**config.mk**
```make
export PLATFORM = sky130hd
export DESIGN_NAME = audio_peak_level_meter_unit
export DESIGN_NICKNAME = d
export VERILOG_FILES = /design/src/hdl/apl_pkg.sv /design/src/hdl/apl_ctrl.sv /design/src/hdl/apl_datapath.sv /design/src/hdl/audio_peak_level_meter_unit.sv
export SDC_FILE = /design/constraint.sdc
export NUM_CORES = 1
export LEC_CHECK = 0
export ABC_AREA = 1
export BUFFER_PORTS_ARGS = -buffer_cell sky130_fd_sc_hd__buf_2
export CORE_MARGIN = 5
export CORE_UTILIZATION = 30
export CTS_CLUSTER_DIAMETER = 150
export CTS_CLUSTER_SIZE = 40
export DETAILED_ROUTE_END_ITERATION = 10
export PLACE_DENSITY = 0.52
export SYNTH_ARGS = -nofsm -noshare
export SYNTH_HDL_FRONTEND = slang
export SYNTH_SLANG_ARGS = --single-unit
```
**constraint.sdc**
```tcl
create_clock -name clock -period 13.07 [get_ports clock]
set_clock_uncertainty 0.15 [all_clocks]
set_input_delay 2.614 -clock clock [delete_from_list [all_inputs] [get_ports clock]]
set_output_delay 2.614 -clock clock [all_outputs]
set_load 0.02 [all_outputs]
```
**src/hdl/apl_pkg.sv**
```systemverilog
`timescale 1ns / 1ps
`default_nettype none
package apl_pkg;

   localparam int SAMPLE_W = 12;
   localparam int LEVEL_W = 6;
   localparam int REQ_DATA_W = 16;
   localparam int RSP_DATA_W = 8;
   localparam int CSR_INDEX_W = 1;

   localparam logic [SAMPLE_W-1:0] NOISE_FLOOR_RST = 12'd150;
   localparam logic [SAMPLE_W-1:0] FULL_SCALE_RST = 12'd2500;
   localparam logic [SAMPLE_W-1:0] SAMPLE_MAX = 12'd4095;
   localparam int MAX_LEVEL_DEF = 40;

   localparam logic [CSR_INDEX_W-1:0] REG_NOISE_FLOOR = 1'b0;
   localparam logic [CSR_INDEX_W-1:0] REG_FULL_SCALE = 1'b1;

   typedef enum logic [1:0] {
      ST_IDLE,
      ST_SETUP,
      ST_DIVIDE,
      ST_FINISH
   } state_type;

   typedef struct packed {
      logic sample_take;
      logic window_close;
      logic setup;
      logic step;
      logic finish;
   } cmd_type;

   typedef struct packed {
      logic out_free;
   } stat_type;

endpackage
`default_nettype wire

```
**src/hdl/apl_ctrl.sv**
```systemverilog
`timescale 1ns / 1ps
`default_nettype none
module apl_ctrl #(
   parameter int DIV_STEPS = 18
) (
   input  wire logic               clock,
   input  wire logic               reset,
   input  wire logic               req_tvalid,
   input  wire logic               req_tlast,
   output logic                    req_tready,
   input  wire apl_pkg::stat_type  stat,
   output apl_pkg::cmd_type        cmd
);

   localparam int CNT_W = (DIV_STEPS > 1) ? $clog2(DIV_STEPS) : 1;
   localparam logic [CNT_W-1:0] CNT_LAST = CNT_W'(DIV_STEPS - 1);

   apl_pkg::state_type state_ff, state_in;
   logic [CNT_W-1:0] cnt_ff, cnt_in;
   logic accept;

   assign accept = req_tvalid && (state_ff == apl_pkg::ST_IDLE);

   always_comb begin
      state_in = state_ff;
      unique case (state_ff)
         apl_pkg::ST_IDLE: begin
            if (accept && req_tlast) state_in = apl_pkg::ST_SETUP;
         end
         apl_pkg::ST_SETUP: begin
            state_in = apl_pkg::ST_DIVIDE;
         end
         apl_pkg::ST_DIVIDE: begin
            if (cnt_ff == CNT_LAST) state_in = apl_pkg::ST_FINISH;
         end
         apl_pkg::ST_FINISH: begin
            if (stat.out_free) state_in = apl_pkg::ST_IDLE;
         end
         default: state_in = apl_pkg::ST_IDLE;
      endcase
   end

   always_comb begin
      req_tready = 1'b0;
      cmd = '0;
      cnt_in = cnt_ff;
      unique case (state_ff)
         apl_pkg::ST_IDLE: begin
            req_tready = 1'b1;
            cmd.sample_take = accept;
            cmd.window_close = accept && req_tlast;
         end
         apl_pkg::ST_SETUP: begin
            cmd.setup = 1'b1;
            cnt_in = '0;
         end
         apl_pkg::ST_DIVIDE: begin
            cmd.step = 1'b1;
            cnt_in = cnt_ff + 1'b1;
         end
         apl_pkg::ST_FINISH: begin
            cmd.finish = stat.out_free;
         end
         default: begin
            cmd = '0;
         end
      endcase
   end

   always_ff @(posedge clock) begin
      if (reset) begin
         state_ff <= apl_pkg::ST_IDLE;
         cnt_ff <= '0;
      end else begin
         state_ff <= state_in;
         cnt_ff <= cnt_in;
      end
   end

endmodule
`default_nettype wire

```
**src/hdl/apl_datapath.sv**
```systemverilog
`timescale 1ns / 1ps
`default_nettype none
module apl_datapath #(
   parameter int MAX_LEVEL = apl_pkg::MAX_LEVEL_DEF,
   parameter int NUM_W = apl_pkg::SAMPLE_W + $clog2(MAX_LEVEL + 1)
) (
   input  wire logic                                clock,
   input  wire logic                                reset,
   input  wire logic [apl_pkg::SAMPLE_W-1:0]        sample,
   input  wire logic                                csr_valid,
   input  wire logic [apl_pkg::CSR_INDEX_W-1:0]     csr_index,
   input  wire logic [apl_pkg::SAMPLE_W-1:0]        csr_data,
   input  wire apl_pkg::cmd_type                    cmd,
   output apl_pkg::stat_type                        stat,
   output logic                                     rsp_tvalid,
   input  wire logic                                rsp_tready,
   output logic [apl_pkg::LEVEL_W-1:0]              level
);

   localparam int SW = apl_pkg::SAMPLE_W;
   localparam int LW = apl_pkg::LEVEL_W;
   localparam logic [LW-1:0] MAX_LVL = LW'(MAX_LEVEL);

   logic [SW-1:0] noise_floor_ff, full_scale_ff;
   logic [SW-1:0] max_ff, min_ff, max_in, min_in;
   logic [SW-1:0] win_max_ff, win_min_ff;
   logic [SW-1:0] den_ff, rem_ff, rem_in;
   logic [NUM_W-1:0] quo_ff, quo_in;
   logic direct_ff;
   logic [LW-1:0] direct_lvl_ff;
   logic [LW-1:0] held_ff, held_in;
   logic [LW-1:0] level_ff;
   logic rsp_valid_ff;

   logic [SW-1:0] swing, swing_f;
   logic step_mode, direct;
   logic [LW-1:0] direct_lvl;
   logic [NUM_W-1:0] num;
   logic [SW:0] rem_sh, rem_diff;
   logic [LW-1:0] lvl;

   assign max_in = (sample > max_ff) ? sample : max_ff;
   assign min_in = (sample < min_ff) ? sample : min_ff;

   always_comb begin
      swing = (win_max_ff >= win_min_ff) ? (win_max_ff - win_min_ff) : '0;
      swing_f = (swing < noise_floor_ff) ? '0 : swing;
      step_mode = (full_scale_ff <= noise_floor_ff);
      direct = step_mode || (swing_f <= noise_floor_ff);
      direct_lvl = (step_mode && (swing_f > noise_floor_ff)) ? MAX_LVL : '0;
      num = NUM_W'(swing_f - noise_floor_ff) * NUM_W'(MAX_LEVEL);
   end

   always_comb begin
      rem_sh = {rem_ff, quo_ff[NUM_W-1]};
      rem_diff = rem_sh - {1'b0, den_ff};
      if (rem_sh >= {1'b0, den_ff}) begin
         rem_in = rem_diff[SW-1:0];
         quo_in = {quo_ff[NUM_W-2:0], 1'b1};
      end else begin
         rem_in = rem_sh[SW-1:0];
         quo_in = {quo_ff[NUM_W-2:0], 1'b0};
      end
   end

   always_comb begin
      if (direct_ff) lvl = direct_lvl_ff;
      else if (quo_ff > NUM_W'(MAX_LEVEL)) lvl = MAX_LVL;
      else lvl = quo_ff[LW-1:0];
      held_in = (lvl >= held_ff) ? lvl : (held_ff - 1'b1);
   end

   assign stat.out_free = !rsp_valid_ff || rsp_tready;
   assign rsp_tvalid = rsp_valid_ff;
   assign level = level_ff;

   always_ff @(posedge clock) begin
      if (reset) begin
         noise_floor_ff <= apl_pkg::NOISE_FLOOR_RST;
         full_scale_ff <= apl_pkg::FULL_SCALE_RST;
      end else if (csr_valid) begin
         unique case (csr_index)
            apl_pkg::REG_NOISE_FLOOR: noise_floor_ff <= csr_data;
            apl_pkg::REG_FULL_SCALE: full_scale_ff <= csr_data;
            default: ;
         endcase
      end
   end

   always_ff @(posedge clock) begin
      if (reset) begin
         max_ff <= '0;
         min_ff <= apl_pkg::SAMPLE_MAX;
         held_ff <= '0;
         rsp_valid_ff <= 1'b0;
      end else begin
         if (cmd.window_close) begin
            max_ff <= '0;
            min_ff <= apl_pkg::SAMPLE_MAX;
         end else if (cmd.sample_take) begin
            max_ff <= max_in;
            min_ff <= min_in;
         end
         if (cmd.finish) begin
            held_ff <= held_in;
            rsp_valid_ff <= 1'b1;
         end else if (rsp_tready) begin
            rsp_valid_ff <= 1'b0;
         end
      end
   end

   always_ff @(posedge clock) begin
      if (cmd.window_close) begin
         win_max_ff <= max_in;
         win_min_ff <= min_in;
      end
      if (cmd.setup) begin
         den_ff <= full_scale_ff - noise_floor_ff;
         rem_ff <= '0;
         quo_ff <= num;
         direct_ff <= direct;
         direct_lvl_ff <= direct_lvl;
      end else if (cmd.step) begin
         rem_ff <= rem_in;
         quo_ff <= quo_in;
      end
      if (cmd.finish) level_ff <= held_in;
   end

endmodule
`default_nettype wire

```
**src/hdl/audio_peak_level_meter_unit.sv**
```systemverilog
`timescale 1ns / 1ps
`default_nettype none
// Peak-to-peak level meter. While req_tready is high one sample is taken
// per clock, tracking the running maximum and minimum. The beat with tlast
// closes the window (that sample counts); the swing is then mapped onto
// 0..MAX_LEVEL by a bit-serial restoring divider, and the held level (which
// jumps up at once or drops by one per window) leaves as one rsp beat.
// After a window-end beat req_tready stays low while the one-bit-per-cycle
// divider goes through its setup, divide and finish states, and stays low
// longer if the previous result has not been taken yet. Registers: index 0
// noise_floor (reset 150), index 1 full_scale (reset 2500); write them only
// while no window end is in flight.
module audio_peak_level_meter_unit #(
   parameter int MAX_LEVEL = apl_pkg::MAX_LEVEL_DEF
) (
   input  wire logic                                 clock,
   input  wire logic                                 reset,
   input  wire logic                                 req_tvalid,
   output logic                                      req_tready,
   input  wire logic [apl_pkg::REQ_DATA_W-1:0]       req_tdata,   // [11:0] sample
   input  wire logic                                 req_tlast,
   output logic                                      rsp_tvalid,
   input  wire logic                                 rsp_tready,
   output logic [apl_pkg::RSP_DATA_W-1:0]            rsp_tdata,   // [5:0] level
   input  wire logic                                 csr_valid,
   output logic                                      csr_ready,
   input  wire logic [apl_pkg::CSR_INDEX_W-1:0]      csr_index,
   input  wire logic [apl_pkg::SAMPLE_W-1:0]         csr_data
);

   localparam int NUM_W = apl_pkg::SAMPLE_W + $clog2(MAX_LEVEL + 1);

   apl_pkg::cmd_type cmd;
   apl_pkg::stat_type stat;
   logic [apl_pkg::LEVEL_W-1:0] level;

   assign csr_ready = 1'b1;
   assign rsp_tdata = apl_pkg::RSP_DATA_W'(level);

   apl_ctrl #(
      .DIV_STEPS(NUM_W)
   ) u_ctrl (
      .clock(clock),
      .reset(reset),
      .req_tvalid(req_tvalid),
      .req_tlast(req_tlast),
      .req_tready(req_tready),
      .stat(stat),
      .cmd(cmd)
   );

   apl_datapath #(
      .MAX_LEVEL(MAX_LEVEL),
      .NUM_W(NUM_W)
   ) u_datapath (
      .clock(clock),
      .reset(reset),
      .sample(req_tdata[apl_pkg::SAMPLE_W-1:0]),
      .csr_valid(csr_valid),
      .csr_index(csr_index),
      .csr_data(csr_data),
      .cmd(cmd),
      .stat(stat),
      .rsp_tvalid(rsp_tvalid),
      .rsp_tready(rsp_tready),
      .level(level)
   );

endmodule
`default_nettype wire

```
Word-level counts from Yosys, hierarchy flattened
Index checks and enable logic that the tools add are counted.

storage, ports and cells
  output and inout port bits = 11
  register bits after elaboration = 141
  bits of input ports = 35
  logic and storage cells = 80

operators by class
  mux-type cells = 24
  add/subtract/negate cells = 6
  $lt $le $gt $ge = 10
  reduce and logical (&&, ||, !) cells = 14
  $mul = 1
  bitwise logic cells = 1
  eq/ne operators = 7

operator list
  cell                                                            number
  2-to-1 mux 12 bit                                               5
  2-to-1 mux 18 bit                                               2
  subtractor 12 bit                                               3
  greater-than comparator 12 bit                                  2
  <= comparator 12 bit                                            2
  less-than comparator 12 bit                                     2
  2-to-1 mux 6 bit                                                4
  greater-than comparator 18 x 6 -> 1 bit, second input constant  1
  multiplier 18 x 3 -> 15 bit, second input constant              1
  >= comparator 13 x 12 -> 1 bit                                  1
  subtractor 12 x 12 -> 13 bit                                    1
  >= comparator 12 bit                                            1
  one-hot mux 5 bit (2 select lines)                              1
  2-to-1 mux 2 bit                                                4
  one-hot mux 2 bit (4 select lines)                              1
  2-to-1 mux 1 bit                                                7
  >= comparator 6 bit                                             1
  nonzero test 2 bit                                              3
  subtractor 6 x 1 -> 6 bit, second input constant                1
  adder 5 x 1 -> 5 bit, second input constant                     1
  equality test 5 bit, second input constant                      1
  equality test 2 bit, second input constant                      2
  inequality test 2 x 1 -> 1 bit, second input constant           2
  AND reduction 2 bit                                             2
  9 further kinds                                                 12

Depth between registers and ports, before layout
Gate-level depths: netlist of the first run.

  depth after elaboration = 7
  depth in mapped cells = 35
  gate-level depth less buffers = 35

Modules after synthesis
From an unflattened synthesis of the first run, not the netlist that was laid out.

unflattened totals
  cell total of the unflattened synthesis = 1246
  area total of the unflattened synthesis = 9577.9 um^2

modules (own cells, without submodules)
  module                       area an instance (um^2)  times used  cells each
  apl_datapath                 9097.5                   1           1183
  apl_ctrl                     450.4                    1           58
  audio_peak_level_meter_unit  30.0                     1           5

Worst setup path after synthesis of the first run
Ideal clock, no wire load.

  path type = register to register
  from = reg u_datapath.win_min_ff[0]
  to = reg u_datapath.quo_ff[17] (data pin)
  slack = 6.932 ns
  buffers on the path = 1
  arrival = 5.732 ns
  stages on the path, launching flop included = 33
  period minus slack after synthesis = 6.138 ns
  path through = edfxtp_1 ha_1 fa_1 inv_1 nand3_1 nand2_1 a21oi_1 or2_2 nand3_1 inv_1 ha_1 nand2_1 nor2_1 a211oi_1 o221a_2 clkbuf_1 a21oi_2 ha_1 nand2_1 nor4_1 nor2_1 o21ai_0 a21oi_1 xnor2_1 ha_1 ha_1 nand2_1 nand2_1 o21bai_1 a21oi_1 o21ai_0 xor2_1 a22o_1

on the way
  cells in the longest elaborated chain, start to end = 7
  elaborated cells between the ends (all ways) = 8
  classes of those cells = 2 x add/sub; 1 x mul; 2 x order compare; 3 x mux

RTL lines
  what                                                       line                 source
  from (decl)                                                apl_datapath.sv:26   logic [SW-1:0] win_max_ff, win_min_ff;
  from (signal assigned)                                     apl_datapath.sv:116  win_min_ff <= min_in;
  subtractor 12 bit or >= comparator 12 bit (tied branches)  apl_datapath.sv:46   swing = (win_max_ff >= win_min_ff) ? (win_max_ff - win_min_ff) : '0;
  2-to-1 mux 12 bit (*)                                      apl_datapath.sv:46
  less-than comparator 12 bit                                apl_datapath.sv:47   swing_f = (swing < noise_floor_ff) ? '0 : swing;
  2-to-1 mux 12 bit (*)                                      apl_datapath.sv:47
  subtractor 12 x 12 -> 13 bit (*)                           apl_datapath.sv:51   num = NUM_W'(swing_f - noise_floor_ff) * NUM_W'(MAX_LEVEL);
  multiplier 18 x 3 -> 15 bit (*)                            apl_datapath.sv:51
  2-to-1 mux 18 bit (*)                                      apl_datapath.sv:118  if (cmd.setup) begin
  to (signal assigned)                                       apl_datapath.sv:121  quo_ff <= num;
  to (signal assigned)                                       apl_datapath.sv:126  quo_ff <= quo_in;
  to (decl)                                                  apl_datapath.sv:28   logic [NUM_W-1:0] quo_ff, quo_in;

Every way passes the cells marked *; elsewhere a longest branch is shown, timed or not.
A chain may end at the register's enable or synchronous reset.

Worst setup path after layout of the first run
Same ends and word-level chain as after synthesis.

==> results.md, run 1 <==
* CTS Hold Buffers Added at 0
* Post-CTS setup buffers at 0
* Crit path DAT at 6.65 ns
* P_int at approximately 0.0015 W
* # rows at 65
* Yosys warnings at 0
* Period utilization at 50.65%
* Fin crit period at 6.620 ns
* Total power at 0.002672 W
* Clk_lat worst skew at ~0.43 ns
* Leakage at a little over 5 nW
* GPL Wtd Cong at 0.8502
* Syn Area/Cell at roughly 8 µm²
* Combinational cell fraction of total power at between 50 and 60%
* Initial core utilization at 30.35%
* Port bufs at 38
* Post-synth top flop: dfxtp_1
* Worst Path Class, Setup: flop to flop
* Drt first pass iters at 4
* Grt total ovfl at 0
* CTS H-tree lvls at 4
* Die H at between 150 and 200 µm
* Slew at the pin closest to its max-slew limit at 1.130 ns
* Pre-CTS setup slack at 6.449 ns
* Final hold violation count at 0
* DRT iter0 DRCs at 446
* Max_cap viols at 0
* Die width at 188.7 µm
* Sequential fraction of the synthesis area at 34.59%
* Number of diodes at 0
* Startpoint types: flop
* Clock group share of total power at 19.1%
* Final wirelength at 22230 µm
* Syn Inst Count at 1232
* Data required time of the worst path at between 10 and 15 ns
* Crit Path Max Fanout at 12
* CTS root buf: clkbuf_16
* Die area at approximately 0.036 mm²
* Critical path's slowest cell: fa_1
* RSZ-0062 raised after global routing: false
* Post-CTS sizing at 0
* EDFF count, synth at 59
* #FFs+latches synth at between 100 and 150
* Setup TNS at 0 ns
* Worst-case hold slack at 0.3132 ns
* Switch Pwr at 0.001188 W
* DP HPWL at 17300 µm
* Slew Limit Headroom at between 20% and 30%
* Vias in the first global route at 7771
* Peak supply drop at 0.1269 mV
* PD cells at 247.6 mW/mm²
* Share of cells above drive strength 1 at 8.301%
* Via Count at 7868
* Worst-path clk slew at 0.06 ns
* Post-route ant nets at 0
* Final setup violation count at 0
* Core Area at 0.03156 mm²
* CTS tree: yes
* Layout fillers at roughly 3300
* Net count, final at 1422
* Residual DRC at 0
* Global-route wire length before repair at between 30000 and 40000 µm
* Min setup slack post-route at 6.450 ns
* Largest net degree at the start of global routing at 38
* Status: complete, no violations
* Async set-reset flop share out of synthesis at 0%
* Seq pwr share at 24.1%
* Largest stage delay, worst path at 0.41 ns
* Worst hold path type: flop to flop
* CP Capture Type: flop
* Maximum clock rate at 151.1 MHz
* Pins Over Slew Limit at 0
* Switch share at 44.45%
* Area Growth Syn to Fin at 12.69%
* Vias per inst at roughly 4.7
* Ports at 46
* Clock buffer depth at 2
* DR WL/cell at 13.24 µm
* Antenna violations before repair at 1
* GRT Util Overall at about an eighth
* Post-synthesis cell area at 0.009578 mm²
* Netlist cell types at 48
* Clk sinks at 136
* Num CTS Buffers at 17
-- cells by family (layout without fill, tap and decap cells) --
group,Yosys count,after routing,share of synthesized area [%]
simple gates,422,422,18.76
compound gates,287,287,17.44
buf+inv,222,266,9.014
flops,136,136,34.59
fa+ha+maj,123,123,16.46
xor+xnor,40,40,3.658
other cells,2,3,0.07841
-- critical path, delay by kind of cell, from the launching register on --
| family | cells | cell delay [ns] |
|---|---|---|
| fa+ha+maj | 7 | 2.24 |
| xor+xnor | 2 | 0.42 |
| compound gates | 8 | 1.54 |
| flops | 1 | 0.36 |
| buf+inv | 3 | 0.23 |
| simple gates | 11 | 1.41 |
-- power groups by stage --
stage               combinational [W]  clock (W)  sequential (W)
floorplan                     0.00121          0        0.000642
CTS                           0.00153   0.000526        0.000645
detailed placement            0.00152          0        0.000653
global placement              0.00151          0        0.000651
global route                  0.00176   0.000544        0.000657
finish                        0.00152   0.000509        0.000644
-- per-stage QoR --
stage | util, % | instances | instance area, µm²
after global placement | 32.21 | 1647 | 10160
after CTS | 34.20 | 1679 | 10790
after floorplan | - | 1233 | 9582
after detailed placement | 32.21 | 1647 | 10160
after global routing | 34.20 | 1679 | 10790
final | 34.20 | 1679 | 10790
-- path summary, 6_finish.rpt --
check	from	endpoint	slack (ns)	cells after the start
max	u_datapath.win_min_ff[0]$_DFFE_PP_	u_datapath.quo_ff[17]$_DFFE_PP_	6.45	31
min	u_datapath.min_ff[1]$_SDFFE_PP1P_	u_datapath.min_ff[1]$_SDFFE_PP1P_	0.31	2
max reg2reg	u_datapath.win_min_ff[0]$_DFFE_PP_	u_datapath.quo_ff[17]$_DFFE_PP_	6.45	31
min reg2reg	u_datapath.min_ff[1]$_SDFFE_PP1P_	u_datapath.min_ff[1]$_SDFFE_PP1P_	0.31	2
-- cell type report --
class | count | area [µm²] | area share [%]
tap | 402 | 503.0 | 4.660
clock buffer | 21 | 493.0 | 4.568
clock inverter | 11 | 135.1 | 1.252
timing repair buffer | 42 | 220.2 | 2.040
inverter | 192 | 720.7 | 6.677
multi-input combinational | 875 | 5408 | 50.10
sequential | 136 | 3313 | 30.70
-- cell usage after synthesis, types with 12 or more instances --
cell type  number  area, µm²
nand2_1       234      878.3
inv_1         185      694.4
a21oi_1       119      595.6
ha_1          118       1476
dfxtp_1        77       1541
o21ai_0        76      380.4
nand3_1        71      355.3
nor2_1         67      251.5
edfxtp_1       59       1772
xor2_1         22      192.7
clkbuf_1       19      71.32
o211ai_1       19      142.6
xnor2_1        18      157.7
nor3_1         15      75.07
nand4_1        14      87.58
o21a_1         12      90.09
-- state kept, by name (all words and copies together), names as in the netlist --
signal / flops
u_datapath.max_ff: 12
u_datapath.noise_floor_ff: 12
u_datapath.held_ff: 6
u_ctrl.state_ff: 2
u_datapath.direct_ff: 1
u_ctrl.cnt_ff: 5
u_datapath.win_min_ff: 12
u_datapath.win_max_ff: 12
u_datapath.rem_ff: 12
u_datapath.min_ff: 12
u_datapath.full_scale_ff: 12
u_datapath.rsp_tvalid: 1
u_datapath.quo_ff: 18
u_datapath.den_ff: 12
u_datapath.direct_lvl_ff: 1
u_datapath.level: 6
-- placed cells by master, fill, tap and decap left out, types with 5 or more instances in the layout --
| cell | instances |
|---|---|
| nand2_1 | 234 |
| inv_1 | 185 |
| a21oi_1 | 119 |
| ha_1 | 118 |
| dfxtp_1 | 77 |
| o21ai_0 | 76 |
| nand3_1 | 71 |
| nor2_1 | 66 |
| edfxtp_1 | 59 |
| buf_2 | 38 |
| xor2_1 | 22 |
| o211ai_1 | 19 |
| clkbuf_16 | 19 |
| xnor2_1 | 18 |
| nor3_1 | 15 |
| nand4_1 | 14 |
| o21a_1 | 12 |
| a21oi_2 | 10 |
| or2_2 | 8 |
| a31oi_1 | 8 |
| a22oi_1 | 7 |
| a211oi_1 | 6 |
| a21o_1 | 6 |
| clkinv_4 | 6 |
| nand2_2 | 5 |
| inv_2 | 5 |
| o21bai_1 | 5 |
| fa_1 | 5 |
-- per-layer routing --
metal	vias to the layer above	track usage [%]	routed length, µm
met1	3527	16.88	10880
met4	2	3.363	278
met2	90	21.90	10430
li1	4228	-	-
met3	21	2.853	634
met5	-	0	13
Power figures use the tool's default switching activity.
==> inputs of run 2 (changes only) <==
- clock period: 13.07 -> 6.25 ns (I/O delays scaled with it)
==> results.md, run 2 (same netlist as run 1, synthesis figures left out) <==
* Clk_lat worst skew at 0.43 ns (about the same)
* Pre-CTS setup slack at 0.06035 ns (-6.389 ns)
* # rows at 65 (unchanged)
* Final setup violation count at 0 (unchanged)
* CP Capture Type: flop
* Layout fillers at 3281 (-1.6%)
* Crit path DAT at 5.98 ns (-0.67 ns)
* Slew at the pin closest to its max-slew limit at 1.144 ns (+0.01363 ns)
* GPL Wtd Cong at 0.8520 (+0.21%)
* Worst r2r dst: u_datapath.quo_ff[16]$_DFFE_PP_
* Peak supply drop at 0.3610 mV (+180%)
* Grt total ovfl at 0 (unchanged)
* CP Buf/Inv Count at 5 (+2)
* Most used cell, CP: nand2_1
* Status: complete, no violations
* Number of diodes at 0 (unchanged)
* Leakage at 5.198 nW (+2.2%)
* Maximum clock rate at 168.0 MHz (+11%)
* Area of the multi-input gates at 0.005722 mm² (+5.8%)
* Seq. cell area at 0.003313 mm² (unchanged)
* Setup TNS at 0 ns (unchanged)
* Vias in the first global route at 7586 (-2.4%)
* Commonest non-fill, non-tap cells in the layout: nand2_1, inv_1, a21oi_1, ha_1, dfxtp_1
* GRT Util Overall at 12.83% (-0.15 points)
* Data required time of the worst path at 6.27 ns (-6.83 ns)
* Drt first pass iters at 5 (+1)
* Core Area at 0.03156 mm² (unchanged)
* Min setup slack post-route at 0.2962 ns (-6.154 ns)
* Final wirelength at 22880 µm (+2.9%)
* Die width at 188.7 µm (unchanged)
* Hold endpoint: u_datapath.min_ff[5]$_SDFFE_PP1P_
* Worst-path clk slew at 0.06 ns (about the same)
* Clk sinks at 136 (unchanged)
* Net count, final at 1448 (+1.8%)
* CTS tree: yes
* Worst path top cell family by delay: adder cells
* Slew Limit Headroom at 23.66% (-0.91 points)
* Share of cells above drive strength 1 at 13.81% (+5.5 points)
* Critical path's slowest cell: fa_1
* Reg2Reg Depth at 33 (+6.5%)
* Crit Path Max Fanout at 6 (-6)
* Total power at 0.006086 W (+130%)
* Via Count at 8031 (+2.1%)
* Ports at 46 (unchanged)
* Worst Path Class, Setup: flop to flop
* Final Cell Area at 0.01125 mm² (+4.2%)
* Commonest non-fill, non-tap cell in the layout: nand2_1
* CTS root buf: clkbuf_16
* RR Startpoint: u_datapath.win_min_ff[0]$_DFFE_PP_
* Num CTS Buffers at 17 (unchanged)
* Startpoint types: flop
* Max_cap viols at 0 (unchanged)
* Largest net degree at the start of global routing at 38 (unchanged)
* Final hold violation count at 0 (unchanged)
* Port bufs at 38 (unchanged)
* Period utilization at 95.26% (+45 points)
* Initial core utilization at 30.35% (unchanged)
* Number of flip-flops in the largest register at 18 (unchanged)
* Worst hold path type: flop to flop
* CTS H-tree lvls at 4 (unchanged)
* Most flop-heavy register: u_datapath.quo_ff
* Post-route ant nets at 0 (unchanged)
* Residual DRC at 0 (unchanged)
* Cell Area, Placed at 0.01032 mm² (+1.6%)
* Clock buffer depth at 2 (unchanged)
* DR WL/cell at 13.42 µm (+1.4%)
* Die H at 188.7 µm (unchanged)
* PD cells at 541.0 mW/mm² (+120%)
* Area Growth Syn to Fin at 17.45%
* Fin crit period at 5.954 ns (-0.6664 ns)
* DRT iter0 DRCs at 380 (-15%)
* Antenna violations before repair at 0 (-1)
* Pins Over Slew Limit at 0 (unchanged)
* Worst hold stages at 2 (unchanged)
* Largest stage delay, worst path at 0.38 ns (-0.03 ns)
* Reg-to-reg setup timing slack at 0.30 ns (-6.15 ns)
* Hold path startpoint: u_datapath.min_ff[5]$_SDFFE_PP1P_
* Die area at 0.03560 mm² (unchanged)
* DP HPWL at 17360 µm (+0.36%)
* Global-route wire length before repair at 37710 µm (-0.65%)
* Vias per inst at 4.710 (+0.52%)
## run 2: cell types whose count changed in the layout (fill, tap and decap cells not counted), moves of 4 or more
cell	before	now
clkinv_4	6	2
clkinv_2	1	5
a21oi_2	10	25
ha_4	0	12
buf_4	4	29
o21ai_1	2	9
ha_2	0	5
a21oi_1	119	103
ha_1	118	101
o21ai_0	76	69
## run 2: per-layer routing
metal / vias up / share of wire [%] / track usage, %
met5: - / 0 / 0
met4: 0 / 1.0 / 3.055
met3: 21 / 2.3 / 2.242
met2: 83 / 47 / 21.50
met1: 3650 / 49 / 17.28
li1: 4277 / - / -
## run 2: timing repair
action | in CTS | in global routing
resized for setup | 0 | 61
endpoints found under the hold margin | 0 | 0
endpoints found under the setup margin | 0 | 8
hold buffers | 0 | 0
buffers inserted | 0 | 5
## run 2: how the worst max path moves through the flow
stage	start	slack (ns)	cells past startpoint	end
floorplan	u_datapath.win_min_ff[0]$_DFFE_PP_	0.11	32	u_datapath.quo_ff[17]$_DFFE_PP_
global placement	u_datapath.win_min_ff[0]$_DFFE_PP_	0.05	30	u_datapath.quo_ff[17]$_DFFE_PP_
detailed placement	u_datapath.win_min_ff[0]$_DFFE_PP_	0.06	29	u_datapath.quo_ff[17]$_DFFE_PP_
CTS	u_datapath.win_min_ff[0]$_DFFE_PP_	0.02	29	u_datapath.quo_ff[17]$_DFFE_PP_
global route	u_datapath.win_min_ff[0]$_DFFE_PP_	-0.07	34	u_datapath.quo_ff[14]$_DFFE_PP_
finish	u_datapath.win_min_ff[0]$_DFFE_PP_	0.30	33	u_datapath.quo_ff[16]$_DFFE_PP_
## run 2: final cells by class
type                    count  area share (%)
flip-flops and latches    136           29.45
repair buffers             68           3.726
clock buffers              18           3.904
multi-input cells         875           50.86
inverters                 192           6.406
well taps                 402           4.471
clock inverters            14           1.179
## run 2: power by group
part	internal (W)	switching, W
sequential	0.00124	0.000107
clock	0.000591	0.000401
combinational	0.00161	0.00214
## run 2: worst min-delay path, cell delays in order, from the launching register on
cell and delay, ns:
dfxtp_1 0.32, a21oi_1 0.06, nand2_1 0.06
## run 2: through the flow
step / utilization, % / cells / hold slack, ns
after global placement: 32.71 / 1668 / 0.2977
after detailed placement: 32.71 / 1668 / 0.3015
after global routing: 35.65 / 1705 / 0.3366
final: 35.65 / 1705 / 0.3153
after floorplan: - / 1233 / 0.2853
after CTS: 34.52 / 1700 / 0.3175
==> inputs of run 3 (changes only) <==
- CORE_ASPECT_RATIO: not set -> 0.75
==> results.md, run 3 (same netlist as run 1, synthesis figures left out) <==
* CTS Hold Buffers Added at 0 (unchanged)
* Period utilization at 94.90% (-0.36 points)
* Peak supply drop at 0.3098 mV (-14%)
* Crit path DAT at 5.97 ns (about the same)
* Layout fillers at 3302 (+0.64%)
* Area Growth Syn to Fin at 19.67%
* GPL Wtd Cong at 0.8802 (+3.3%)
* DP HPWL at 17450 µm (+0.51%)
* CTS root buf: clkbuf_16
* Largest net degree at the start of global routing at 38 (unchanged)
* CTS H-tree lvls at 4 (unchanged)
* Vias per inst at 4.678 (-0.68%)
* Clk_lat worst skew at 0.44 ns (about the same)
* Drt first pass iters at 5 (unchanged)
* Net count, final at 1473 (+1.7%)
* CTS tree: yes
* DRT iter0 DRCs at 404 (+6.3%)
* Cells after DPL at 1690 (+1.3%)
* Worst-path clk slew at 0.06 ns (about the same)
* PD cells at 560.3 mW/mm² (+3.6%)
* Pins Over Slew Limit at 0 (unchanged)
* Slew Limit Headroom at 22.26% (-1.4 points)
* Fin crit period at 5.932 ns (-0.02229 ns)
* Die H at 164.7 µm (-13%)
* Crit Path Max Fanout at 6 (unchanged)
* Cell Area, Placed at 0.01046 mm² (+1.4%)
* RR Startpoint: u_datapath.win_min_ff[0]$_DFFE_PP_
* Worst Path Class, Setup: flop to flop
* Antenna violations before repair at 0 (unchanged)
* Largest stage delay, worst path at 0.42 ns (+0.04 ns)
* Grt total ovfl at 0 (unchanged)
* Share of cells above drive strength 1 at 15.74% (+1.9 points)
* Vias in the first global route at 7605 (+0.25%)
* Startpoint types: flop
* Min setup slack post-route at 0.3185 ns (+0.02229 ns)
* Slew at the pin closest to its max-slew limit at 1.165 ns (+0.02089 ns)
* DR WL/cell at 13.38 µm (-0.28%)
* Core Area at 0.03139 mm² (-0.52%)
* Number of diodes at 0 (unchanged)
* Clk sinks at 136 (unchanged)
* Final Cell Area at 0.01146 mm² (+1.9%)
* Leakage at 5.319 nW (+2.3%)
* Clock buffer depth at 2 (unchanged)
* Die width at 216.3 µm (+15%)
* # rows at 56 (-14%)
* Die area at 0.03564 mm² (+0.10%)
* Ports at 46 (unchanged)
* Commonest non-fill, non-tap cells in the layout: nand2_1, inv_1, ha_1, a21oi_1, dfxtp_1
* Initial core utilization at 30.51% (+0.16 points)
* GRT Util Overall at 13.00% (+0.17 points)
* Seq. cell area at 0.003313 mm² (unchanged)
* Max_cap viols at 0 (unchanged)
* Maximum clock rate at 168.6 MHz (+0.38%)
* Pre-CTS setup slack at -0.06553 ns (-0.1259 ns)
* Setup TNS at 0 ns (unchanged)
* Hold path startpoint: u_datapath.min_ff[10]$_SDFFE_PP1P_
* Global-route wire length before repair at 37650 µm (-0.16%)
* Area of the multi-input gates at 0.005719 mm² (about the same)
* Critical path's slowest cell: edfxtp_1
* Port bufs at 38 (unchanged)
* Commonest non-fill, non-tap cell in the layout: nand2_1
* Final setup violation count at 0 (unchanged)
* Via Count at 8112 (+1.0%)
* Status: complete, no violations
* Data required time of the worst path at 6.29 ns (+0.02 ns)
* Final Util at 36.52% (+0.87 points)
* Critical Path Start: u_datapath.win_min_ff[0]$_DFFE_PP_
* Final wirelength at 23210 µm (+1.4%)
* Final hold violation count at 0 (unchanged)
* CP Capture Type: flop
* Number of flip-flops in the largest register at 18 (unchanged)
* Residual DRC at 0 (unchanged)
* Post-route ant nets at 0 (unchanged)
* Num CTS Buffers at 17 (unchanged)
* Worst hold path type: flop to flop
* Fin cells at 1734 (+1.7%)
* Most flop-heavy register: u_datapath.quo_ff
[run 3: metal layers]
| layer | track usage (%) | up-vias | routed length, µm |
|---|---|---|---|
| met4 | 3.381 | 0 | 207 |
| met5 | 0 | - | 0 |
| met1 | 18.16 | 3697 | 12190 |
| met3 | 2.712 | 17 | 534 |
| li1 | - | 4335 | - |
| met2 | 20.63 | 63 | 10280 |
[run 3: critical path: cells and delay by family, from the launching register on]
kind | cells | cell delay (ns)
AOI/OAI and AO/OA | 10 | 1.54
xor gates and xnor gates | 2 | 0.33
adders and majority gates | 6 | 1.56
buffers and inverters | 5 | 0.62
DFF | 1 | 0.42
and+or+nand+nor | 8 | 1.06
[run 3: repair_timing]
action	4_1_cts	5_1_grt
setup buffers	0	12
resized for setup	3	66
cloned	0	0
endpoints found under the setup margin	3	10
pin swaps	0	26
[run 3: area by class of cell]
| cell class | count | area share [%] |
|---|---|---|
| flip-flops and latches | 136 | 28.91 |
| multi-input cells | 875 | 49.90 |
| repair buffers | 93 | 5.327 |
| well taps | 406 | 4.432 |
| clock buffers | 19 | 3.864 |
| inverters | 192 | 6.309 |
| clock inverters | 13 | 1.266 |
[run 3: final timing paths]
| path | endpoint | slack (ns) | cells past startpoint |
|---|---|---|---|
| worst max-delay path | u_datapath.quo_ff[17]$_DFFE_PP_ | 0.32 | 31 |
| worst max register to register | u_datapath.quo_ff[17]$_DFFE_PP_ | 0.32 | 31 |
| worst min-delay path | u_datapath.min_ff[10]$_SDFFE_PP1P_ | 0.31 | 2 |
| worst min register to register | u_datapath.min_ff[10]$_SDFFE_PP1P_ | 0.31 | 2 |
[run 3: per-stage QoR]
| step | power, W | hold WS, ns |
|---|---|---|
| global placement | 0.004947 | 0.2985 |
| detailed placement | 0.004968 | 0.3013 |
| floorplan | 0.003875 | 0.2853 |
| finish | 0.006422 | 0.3142 |
| global route | 0.007020 | 0.3422 |
| CTS | 0.006033 | 0.3184 |
[run 3: report_power, final]
part	leakage, nW	internal [W]	switching (W)
combinational	3.86	0.00178	0.00228
clock	0.269	0.000600	0.000419
sequential	1.19	0.00124	0.000112
